**src/lig_pkg.sv**
```systemverilog
// Shared types and constants for the longest increasing grid path block.
`default_nettype none
package lig_pkg;

    localparam int CELL_W = 32;
    localparam int PATH_W = 13;
    localparam int CFG_W  = 7;

    // APB register map, byte addresses
    localparam logic [3:0] ADDR_ROWS = 4'h0;
    localparam logic [3:0] ADDR_COLS = 4'h4;
    localparam logic [3:0] ADDR_RUN  = 4'h8;

    // Neighbor direction codes
    localparam logic [2:0] DIR_UP    = 3'd0;
    localparam logic [2:0] DIR_DOWN  = 3'd1;
    localparam logic [2:0] DIR_LEFT  = 3'd2;
    localparam logic [2:0] DIR_RIGHT = 3'd3;
    localparam logic [2:0] DIR_END   = 3'd4;

    typedef enum logic [8:0] {
        ST_IDLE    = 9'b000000001,
        ST_CLEAR   = 9'b000000010,
        ST_SCAN    = 9'b000000100,
        ST_SCAN_W  = 9'b000001000,
        ST_EXPLORE = 9'b000010000,
        ST_EXP_W   = 9'b000100000,
        ST_FIN     = 9'b001000000,
        ST_POP_W   = 9'b010000000,
        ST_DONE    = 9'b100000000
    } state_t;

    // Controller to datapath
    typedef struct packed {
        logic load_wr;
        logic load_clr;
        logic sweep_clr;
        logic clr_step;
        logic scan_rd;
        logic scan_next;
        logic root;
        logic nb_rd;
        logic dir_inc;
        logic nb_eval;
        logic fin;
        logic pop;
        logic ans_clr;
        logic out_load;
    } cmd_t;

    // Datapath to controller
    typedef struct packed {
        logic grid_ok;
        logic load_last;
        logic sweep_last;
        logic best_zero;
        logic dir_done;
        logic nb_valid;
        logic stack_empty;
        logic out_busy;
    } status_t;

endpackage
`default_nettype wire

```
**src/lig_ctrl.sv**
```systemverilog
// Sequencer for loading, best-depth clearing and depth-first search.
`default_nettype none
module lig_ctrl (
    input  wire logic              clk,
    input  wire logic              rst_n,
    input  wire logic              in_fire,
    input  wire logic              run_search,
    input  wire lig_pkg::status_t  status,
    output lig_pkg::cmd_t          cmd,
    output logic                   in_ready
);
    import lig_pkg::*;

    state_t state_reg, state_next;

    // State register
    always_ff @(posedge clk or negedge rst_n)
    begin
        if (!rst_n)
        begin
            state_reg <= ST_IDLE;
        end
        else
        begin
            state_reg <= state_next;
        end
    end

    // Cells are taken in idle, also while an earlier result waits
    assign in_ready = (state_reg == ST_IDLE);

    // Next state and commands
    always_comb
    begin
        state_next = state_reg;
        cmd        = '0;
        case (state_reg)
            ST_IDLE:
            begin
                if (in_fire)
                begin
                    if (!status.grid_ok)
                    begin
                        cmd.load_clr = 1'b1;
                        if (run_search)
                        begin
                            cmd.ans_clr = 1'b1;
                            state_next  = ST_DONE;
                        end
                    end
                    else
                    begin
                        cmd.load_wr = 1'b1;
                        if (status.load_last && run_search)
                        begin
                            cmd.ans_clr   = 1'b1;
                            cmd.sweep_clr = 1'b1;
                            state_next    = ST_CLEAR;
                        end
                    end
                end
            end
            ST_CLEAR:
            begin
                cmd.clr_step = 1'b1;
                if (status.sweep_last)
                begin
                    cmd.sweep_clr = 1'b1;
                    state_next    = ST_SCAN;
                end
            end
            ST_SCAN:
            begin
                cmd.scan_rd = 1'b1;
                state_next  = ST_SCAN_W;
            end
            ST_SCAN_W:
            begin
                if (status.best_zero)
                begin
                    cmd.root   = 1'b1;
                    state_next = ST_EXPLORE;
                end
                else if (status.sweep_last)
                begin
                    state_next = ST_DONE;
                end
                else
                begin
                    cmd.scan_next = 1'b1;
                    state_next    = ST_SCAN;
                end
            end
            ST_EXPLORE:
            begin
                if (status.dir_done)
                begin
                    state_next = ST_FIN;
                end
                else if (status.nb_valid)
                begin
                    cmd.nb_rd  = 1'b1;
                    state_next = ST_EXP_W;
                end
                else
                begin
                    cmd.dir_inc = 1'b1;
                end
            end
            ST_EXP_W:
            begin
                cmd.nb_eval = 1'b1;
                state_next  = ST_EXPLORE;
            end
            ST_FIN:
            begin
                cmd.fin = 1'b1;
                if (!status.stack_empty)
                begin
                    state_next = ST_POP_W;
                end
                else if (status.sweep_last)
                begin
                    state_next = ST_DONE;
                end
                else
                begin
                    cmd.scan_next = 1'b1;
                    state_next    = ST_SCAN;
                end
            end
            ST_POP_W:
            begin
                cmd.pop    = 1'b1;
                state_next = ST_EXPLORE;
            end
            ST_DONE:
            begin
                // Hold until the output register is free
                if (!status.out_busy)
                begin
                    cmd.out_load = 1'b1;
                    state_next   = ST_IDLE;
                end
            end
            default:
            begin
                state_next = ST_IDLE;
            end
        endcase
    end

endmodule
`default_nettype wire

```
**config.mk**
```make
export PLATFORM = sky130hd
export DESIGN_NAME = lig_ctrl
export DESIGN_NICKNAME = d
export VERILOG_FILES = /design/src/lig_pkg.sv /design/src/lig_ctrl.sv
export SDC_FILE = /design/constraint.sdc
export NUM_CORES = 1
export LEC_CHECK = 0
export ABC_AREA = 1
export BUFFER_PORTS_ARGS = -buffer_cell sky130_fd_sc_hd__buf_2
export CAP_MARGIN = 20
export CORE_AREA = 2 2 49 51
export CTS_CLUSTER_DIAMETER = 60
export DETAILED_ROUTE_END_ITERATION = 7
export DIE_AREA = 0 0 51 53
export GPL_ROUTABILITY_DRIVEN = 0
export PLACE_DENSITY = 0.73
export SLEW_MARGIN = 20
export SYNTH_ARGS = -nofsm -noshare
export SYNTH_HDL_FRONTEND = slang
export SYNTH_SLANG_ARGS = --single-unit
```
**constraint.sdc**
```tcl
create_clock -name clk -period 1.25 [get_ports clk]
set_input_delay 0.0625 -clock clk [delete_from_list [all_inputs] [get_ports clk]]
set_output_delay 0.0625 -clock clk [all_outputs]
set_load 0.005 [all_outputs]
```
After elaboration in Yosys (flattened, before gate mapping)
Cells that the tools add are included.
Widths: inputs -> output; s select.
{"block": "totals", "register_bits": 9, "inputBits": 12, "out_inout_bits": 15, "elab_cells": 60}
{"block": "op_classes", "n_eq_ne": 15, "n_mux": 41, "n_reduce_logical": 3}
{"cell": "$mux 9", "count": 11}
{"cell": "$pmux 9 s8", "count": 1}
{"cell": "$mux 1", "count": 23}
{"cell": "$eq 9x1->1 const B", "count": 1}
{"cell": "$eq 9x2->1 const B", "count": 1}
{"cell": "$eq 9x3->1 const B", "count": 1}
{"cell": "$eq 9x4->1 const B", "count": 1}
{"cell": "$eq 9x5->1 const B", "count": 1}
{"cell": "$eq 9x6->1 const B", "count": 1}
{"cell": "$eq 9x7->1 const B", "count": 1}
{"cell": "$eq 9x8->1 const B", "count": 1}
{"cell": "$eq 9x9->1 const B", "count": 1}
{"cell": "$mux 2", "count": 3}
{"cell": "$ne 2x2->1 const B", "count": 3}
{"cell": "$ne 3x3->1 const B", "count": 2}
{"cell": "$reduce_and 6->1", "count": 1}
{"cell": "$pmux 1 s2", "count": 2}
{"cell": "$mux 3", "count": 1}
{"cell": "$ne 3x2->1 const B", "count": 1}
{"cell": "$reduce_or 2->1", "count": 1}
{"cell": "$logic_and 1x1->1", "count": 1}

Depth between registers and ports, before layout
Gate-level depths: netlist (run 1).
{"block": "depth", "depth_word": 5, "ltp_mapped": 9, "depth_no_buf": 9}

Worst setup path after synthesis (run 1)
Ideal clock, no wire load.
{"block": "synth_timing", "path_type": "flip-flop to flip-flop", "startpoint": "register state_reg[0]", "endpoint": "register state_reg[8]", "setup_time_ns": 0.119, "t_arrival_ns": 1.171, "required_ns": 1.131, "setup_slack_ns": -0.040, "path_stages_with_launch": 10, "n_path_buf": 0, "synth_period_minus_slack_ns": 1.290, "cell_sequence": "dfstp_2 nor2_4 inv_2 nor2_8 nand2_2 nand2_1 nor2_1 nand2_2 nand3_1 nand2_1"}
{"block": "synth_between", "elab_chain_cells": 3, "word_cells_on_any_way": 18}
{"element": "start, declared", "line_no": "lig_ctrl.sv:14", "rtl": "state_t state_reg, state_next;"}
{"element": "start signal, assigned", "line_no": "lig_ctrl.sv:25", "rtl": "state_reg <= state_next;"}
{"element": "$eq 9x8->1, or another cell as far along", "line_no": "lig_ctrl.sv:37", "rtl": "case (state_reg)"}
{"element": "$reduce_or 2->1 (no line), or another cell as far along"}
{"element": "$pmux 9 s8 / $reduce_and 6->1 (equally long branches)"}
Parallel ways exist; a longest one is shown, timed or not.
A chain may end at the register's enable or synchronous reset.

==> metrics, run 1 <==
outcome finished with violations; failing checks negative setup slack; CTS H-tree depth 1; # rows 17; Max Cap Violations 0; DR iter-0 viols 33; vias in the first global route 983; P_int 1.257 mW; RSZ-0062 raised after global routing yes; Static Leak 0.9045 nW; Post-synth ARST share 100.0%; Root Driver clkbuf_4; prevailing post-synth register cell dfrtp_1; top cell type's share of synthesized area 24.02%; cell count after synthesis 126; routed len/inst 14.45 um; Total Negative Setup Slacks -7.027 ns; mean post-synth cell area 6.613 sq um; Yosys warnings 0; WS Path Type flip-flop to primary output; Synth area leaders dfrtp_1, inv_1, nor2_1, nand2_1, nand3_1; clk_lat worst skew 0.29 ns; total track usage 21.28%; max FFs per register 9; Pwr Density 1426 nW/um^2; area grow syn2layout 95.95%; Final setup viols 23; Tmin final 1.673 ns; worst vdd ir 1.023 mV; Hold WC Path Type input port to flip-flop; Gate power share 72.4%; post-synthesis sequential area ratio 27.18%; Detailed Route WL 3324 um; number of enable flip-flop cells after synthesis 0; fin nets 215; post-synth cell types 24; Final Skew 0.006832 ns; largest net degree at the start of global routing 10; Final ANT Viol Nets 0; Yosys reg bits 9; clock transition at the registers of the reported paths 0.08 ns; Final Instance Area 1633 sq um; final setup slack of the worst path -0.4227 ns; Final Hold Fails 0; Worst Tran Pin Value 0.3861 ns; number of antenna diodes 0; Flop pwr share 16.4%; total power 2.328 mW; Tcrit/Tclk final 133.8%; num ports 27; most common library cells after synthesis inv_1, nor2_1, nand2_1, nand3_1, dfrtp_1; count leader, synth inv_1; via/cell ratio 5.052; Slew Viols, Final 0; clock power share 11.2%; worst-path maximum fanout 3; DP Area 1124 sq um; DRC 0; DR pass1 iterations 4; post-DP HPWL 1726 um; largest area contributor in the netlist dfrtp_1; critical path data required time 1.19 ns; Clock Path Buffers 2; worst hold slack 0.1016 ns; worst rel slew slack 73.99%; CP arrival 1.61 ns; die area 2703 sq um; # port buffers 26; number of clock sinks 9; Initial Utilization 38.79%; syn_nets 138; grt ovf 0; Die H 53 um; Die Width 51 um; fillcell total 122; layout cells sized above 1 62.38%; vias 1162; global-route wire length before repair 4284 um; CTS tree yes; Switch Pwr 1.071 mW; Synth Cell Area 833.3 sq um; CP Capture Type primary output; core area 2148 sq um; Highest Clock Rate 597.8 MHz; sw frac 46.01%; initial antenna violation count 0; startpoint types flip-flop; Inserted Clock Buffers 3
[cell usage in the layout, fill, tap and decap left out, drive strengths merged]
cell type and instances:
nor2 33, dfstp 1, dfrtp 8, nor4 1, inv 27, a211oi 1
o21ai 3, o22ai 1, nor3 2, dlygate4sd3 3, nand3 13, nand2 31
o211ai 1, buf 69, clkbuf 4, a21oi 2, nand4 2
[logic make-up after synthesis]
| kind of cell | after synthesis | synth area share [%] |
|---|---|---|
| flip-flops | 9 | 27.18 |
| buffers and inverters | 27 | 12.16 |
| AO/OA/AOI/OAI | 8 | 6.006 |
| AND/OR/NAND/NOR | 82 | 54.66 |
[metrics by stage]
| step | worst slack [ns] | utilization, % | instances |
|---|---|---|---|
| after floorplan | -0.02029 | - | 126 |
| after global placement | -0.1096 | 52.30 | 196 |
| after detailed placement | -0.1905 | 52.30 | 196 |
| after CTS | -0.3870 | 66.51 | 221 |
| after global routing | -0.4873 | 76.00 | 230 |
| final | -0.4227 | 76.00 | 230 |
[power groups by stage]
stage | combinational (mW) | sequential [mW] | clock [mW]
after global routing | 1.78 | 0.385 | 0.279
after detailed placement | 0.930 | 0.380 | 0
after global placement | 0.894 | 0.377 | 0
final | 1.68 | 0.382 | 0.261
after CTS | 1.31 | 0.370 | 0.244
after floorplan | 0.656 | 0.376 | 0
[critical path: stages, from the launching register on]
cell and delay [ns]:
dfrtp_1 0.44, inv_1 0.11, nand2_1 0.09, nor2_1 0.13, buf_4 0.15, nand2_4 0.06, buf_6 0.13, nor3_4 0.09
buf_2 0.13
[timing repair]
action / CTS / global route
endpoints found under the hold margin: 11 / 0
hold buffers: 3 / 0
buffers inserted: 18 / 10
gates resized for setup: 32 / 32
endpoints found under the setup margin: 20 / 23
pin swaps: 13 / 11
[metal layers]
layer | wire (um) | track usage [%] | share of wire, % | vias up
li1 | - | - | - | 539
met1 | 1281 | 25.04 | 39 | 554
met2 | 1712 | 38.31 | 52 | 50
met3 | 136 | 1.412 | 4.1 | 19
met4 | 194 | 11.71 | 5.8 | 0
met5 | 0 | 0 | 0 | -
[final timing paths]
check                      cells after the start                startpoint                       end  slack, ns
hold / removal                                 3                 status[3]  state_reg[6]$_DFFE_PN0P_       0.10
setup / recovery                               8  state_reg[6]$_DFFE_PN0P_                    cmd[6]      -0.42
max in group asynchronous                      2                     rst_n  state_reg[0]$_DFFE_PN1P_       0.83
setup reg to reg                              11  state_reg[6]$_DFFE_PN0P_  state_reg[0]$_DFFE_PN1P_      -0.38
min in group asynchronous                      2                     rst_n  state_reg[5]$_DFFE_PN0P_       0.16
hold reg to reg                                3  state_reg[0]$_DFFE_PN1P_  state_reg[0]$_DFFE_PN1P_       0.70
[layout make-up]
class	count	area, sq um	share of cell area, %
inverter	27	103.9	6.360
timing repair buffer	72	561.8	34.41
sequential	9	227.7	13.95
multi-input combinational	90	678.2	41.53
clock buffer	4	26.28	1.609
tap	28	35.03	2.146
Power figures use the tool's default switching activity.
==> run 2: changes to the inputs <==
ABC_AREA = 0   (was 1)
CORE_AREA = 2 2 46 48   (was 2 2 49 51)
DIE_AREA = 0 0 48 50   (was 0 0 51 53)
PLACE_DENSITY = 0.74   (was 0.73)
==> run 2 against run 1 <==
Sequential share of layout area increased by 0.34 points; the flow still finishes with violations (negative setup slack); sequential power increased by 3%; combinational power up 14%; critical path depth shrank 2; utilization up 7.4 points; highest routed layer unchanged; non-clock buffer count up 6.
==> metrics, run 2 <==
outcome finished with violations (unchanged); failing checks negative setup slack (unchanged); worst hold slack 0.06050 ns (was 0.1016 ns); CP arrival 2.09 ns (was 1.61 ns); DRC 0 (unchanged); RSZ-0062 raised after global routing yes (unchanged); fillcell total 79 (was 122); Static Leak 0.7811 nW (was 0.9045 nW); number of clock sinks 9 (unchanged); area grow syn2layout 121.1% (was 95.95%); register-to-register setup slack -0.76 ns (was -0.38 ns); post-synth cell types 41 (was 24); FF-to-FF path depth 6 (was 11); Final setup viols 24 (was 23); num ports 27 (unchanged); number of enable flip-flop cells after synthesis 0 (unchanged); Initial Utilization 37.70% (was 38.79%); clk_lat worst skew 0.30 ns (was 0.29 ns); total track usage 30.90% (was 21.28%); mean post-synth cell area 8.743 sq um (was 6.613 sq um); WS Path Type flip-flop to primary output (unchanged); clock transition at the registers of the reported paths 0.08 ns (about the same); # rows 16 (was 17); Tmin final 2.151 ns (was 1.673 ns); fin nets 173 (was 215); CP Capture Type primary output (unchanged); CTS H-tree depth 1 (unchanged); FF-to-FF End state_reg[2]$_DFFE_PN0P_ (was state_reg[0]$_DFFE_PN1P_); core area 1902 sq um (was 2148 sq um); DR iter-0 viols 88 (was 33); max FFs per register 9 (unchanged); Die Width 48 um (was 51 um); most frequent cells in the layout buf_4, buf_2, buf_6, dfrtp_1, nor2_1 (was buf_4, buf_2, inv_1, buf_6, nor2_1); Post-synth ARST share 100.0% (unchanged); Inserted Clock Buffers 3 (unchanged); DR pass1 iterations 5 (was 4); Worst Tran Pin Value 0.5907 ns (was 0.3861 ns); layout cells sized above 1 71.25% (was 62.38%); count leader, synth nor2_1 (was inv_1); Worst Setup SP state_reg[7]$_DFFE_PN0P_ (was state_reg[6]$_DFFE_PN0P_); Tcrit/Tclk final 172.1% (was 133.8%); die area 2400 sq um (was 2703 sq um); vias in the first global route 1054 (was 983); critical path data required time 1.19 ns (about the same); Synth area leaders dfrtp_1, nor2_1, dfstp_2, nor4b_1, nor4_4 (was dfrtp_1, inv_1, nor2_1, nand2_1, nand3_1); routed len/inst 22.49 um (was 14.45 um); Final Util 83.36% (was 76.00%); Highest Clock Rate 464.9 MHz (was 597.8 MHz); Max Cap Violations 0 (unchanged); Hold Path Cell Cnt 3 (unchanged); DP Area 1062 sq um (was 1124 sq um); largest net degree at the start of global routing 10 (unchanged); Final Skew 0.02052 ns (was 0.006832 ns); worst r2r src state_reg[7]$_DFFE_PN0P_ (was state_reg[6]$_DFFE_PN0P_); CTS tree yes (unchanged); Hold Crit Endpoint state_reg[1]$_DFFE_PN0P_ (was state_reg[6]$_DFFE_PN0P_); prevailing post-synth register cell dfrtp_1 (unchanged); syn_nets 94 (was 138); Final Instance Area 1585 sq um (was 1633 sq um); grt ovf 0 (unchanged); # port buffers 26 (unchanged); worst-path maximum fanout 2 (was 3); cell count after synthesis 82 (was 126); largest area contributor in the netlist dfrtp_1 (unchanged); commonest non-fill, non-tap cell in the layout buf_4 (unchanged); Yosys warnings 0 (unchanged); Detailed Route WL 4206 um (was 3324 um); Root Driver clkbuf_4 (unchanged); Hold WC Path Type input port to flip-flop (unchanged); hold_sp status[7] (was status[3]); post-DP HPWL 1714 um (was 1726 um); most common library cells after synthesis nor2_1, dfrtp_1, inv_1 (was inv_1, nor2_1, nand2_1, nand3_1, dfrtp_1); Final Hold Fails 0 (unchanged); Pwr Density 1619 nW/um^2 (was 1426 nW/um^2); top cell type's share of synthesized area 27.92% (was 24.02%); worst vdd ir 1.033 mV (was 1.023 mV); Yosys reg bits 9 (unchanged); Slew Viols, Final 0 (unchanged); initial antenna violation count 0 (unchanged); via/cell ratio 6.214 (was 5.052); Clock Path Buffers 2 (unchanged); Die H 50 um (was 53 um); global-route wire length before repair 5057 um (was 4284 um); vias 1162 (unchanged); Final ANT Viol Nets 0 (unchanged); final setup slack of the worst path -0.9009 ns (was -0.4227 ns); startpoint types flip-flop (unchanged); Synth Cell Area 716.9 sq um (was 833.3 sq um); post-synthesis sequential area ratio 31.59% (was 27.18%); worst rel slew slack 60.20% (was 73.99%); number of antenna diodes 0 (unchanged)
run 2: logic make-up (layout without fill, tap and decap cells):
group | Yosys count | count (layout) | synth area share, %
AO/OA/AOI/OAI | 13 | 13 | 13.09
XOR/XNOR | 3 | 3 | 3.666
buffers and inverters | 9 | 87 | 6.284
flip-flops | 9 | 9 | 31.59
AND/OR/NAND/NOR | 48 | 48 | 45.38
run 2: where the power goes:
group | internal (mW) | switching [mW]
combinational | 0.984 | 0.930
sequential | 0.352 | 0.0418
clock | 0.124 | 0.135
total | 1.46 | 1.11
run 2: how the worst max path moves through the flow:
stage | end | slack, ns | cells past startpoint
6_report | cmd[12] | -0.90 | 6
5_1_grt | cmd[12] | -0.93 | 6
4_1_cts | cmd[11] | -0.83 | 6
3_5_place_dp | cmd[11] | -0.61 | 6
3_3_place_gp | cmd[11] | -0.56 | 6
2_1_floorplan | state_reg[2]$_DFFE_PN0P_ | -0.65 | 6
run 2: cell type report:
type / count / area [sq um] / area share (%)
inverter: 5 / 18.77 / 1.184
multi-input combinational: 64 / 675.6 / 42.62
timing repair buffer: 78 / 604.3 / 38.12
sequential: 9 / 226.5 / 14.29
tap: 27 / 33.78 / 2.131
clock buffer: 4 / 26.28 / 1.657
run 2: layer usage:
layer	vias to the layer above	share of wire [%]	GRT usage, %
met3	43	7.4	8.425
met1	556	36	33.11
met4	0	7.2	13.96
met2	102	50	53.11
met5	-	0	0
li1	461	-	-
run 2: timing repair:
item	CTS	global route
hold endpoints to repair	10	0
pin swaps	19	14
resized for setup	36	19
buffers inserted	18	11
gates cloned	0	0
hold buffers	2	0
endpoints found under the setup margin	24	24
run 2: per-stage QoR:
| step | setup WS, ns | instances | total power [mW] | TNS, ns |
|---|---|---|---|---|
| 4_1_cts | -0.8305 | 178 | 2.202 | -12.27 |
| 5_1_grt | -0.9330 | 187 | 2.663 | -16.20 |
| 6_report | -0.9009 | 187 | 2.567 | -14.79 |
| 3_5_place_dp | -0.6079 | 154 | 1.342 | -7.778 |
| 3_3_place_gp | -0.5646 | 154 | 1.309 | -7.031 |
| 2_1_floorplan | -0.6468 | 82 | 0.8937 | -5.372 |
run 2: critical path: stages, from the launching register on:
cell	delay, ns
dfrtp_1	0.40
or4_4	0.57
nor4_4	0.20
nand2_2	0.13
buf_4	0.17
nor2_1	0.15
buf_2	0.17
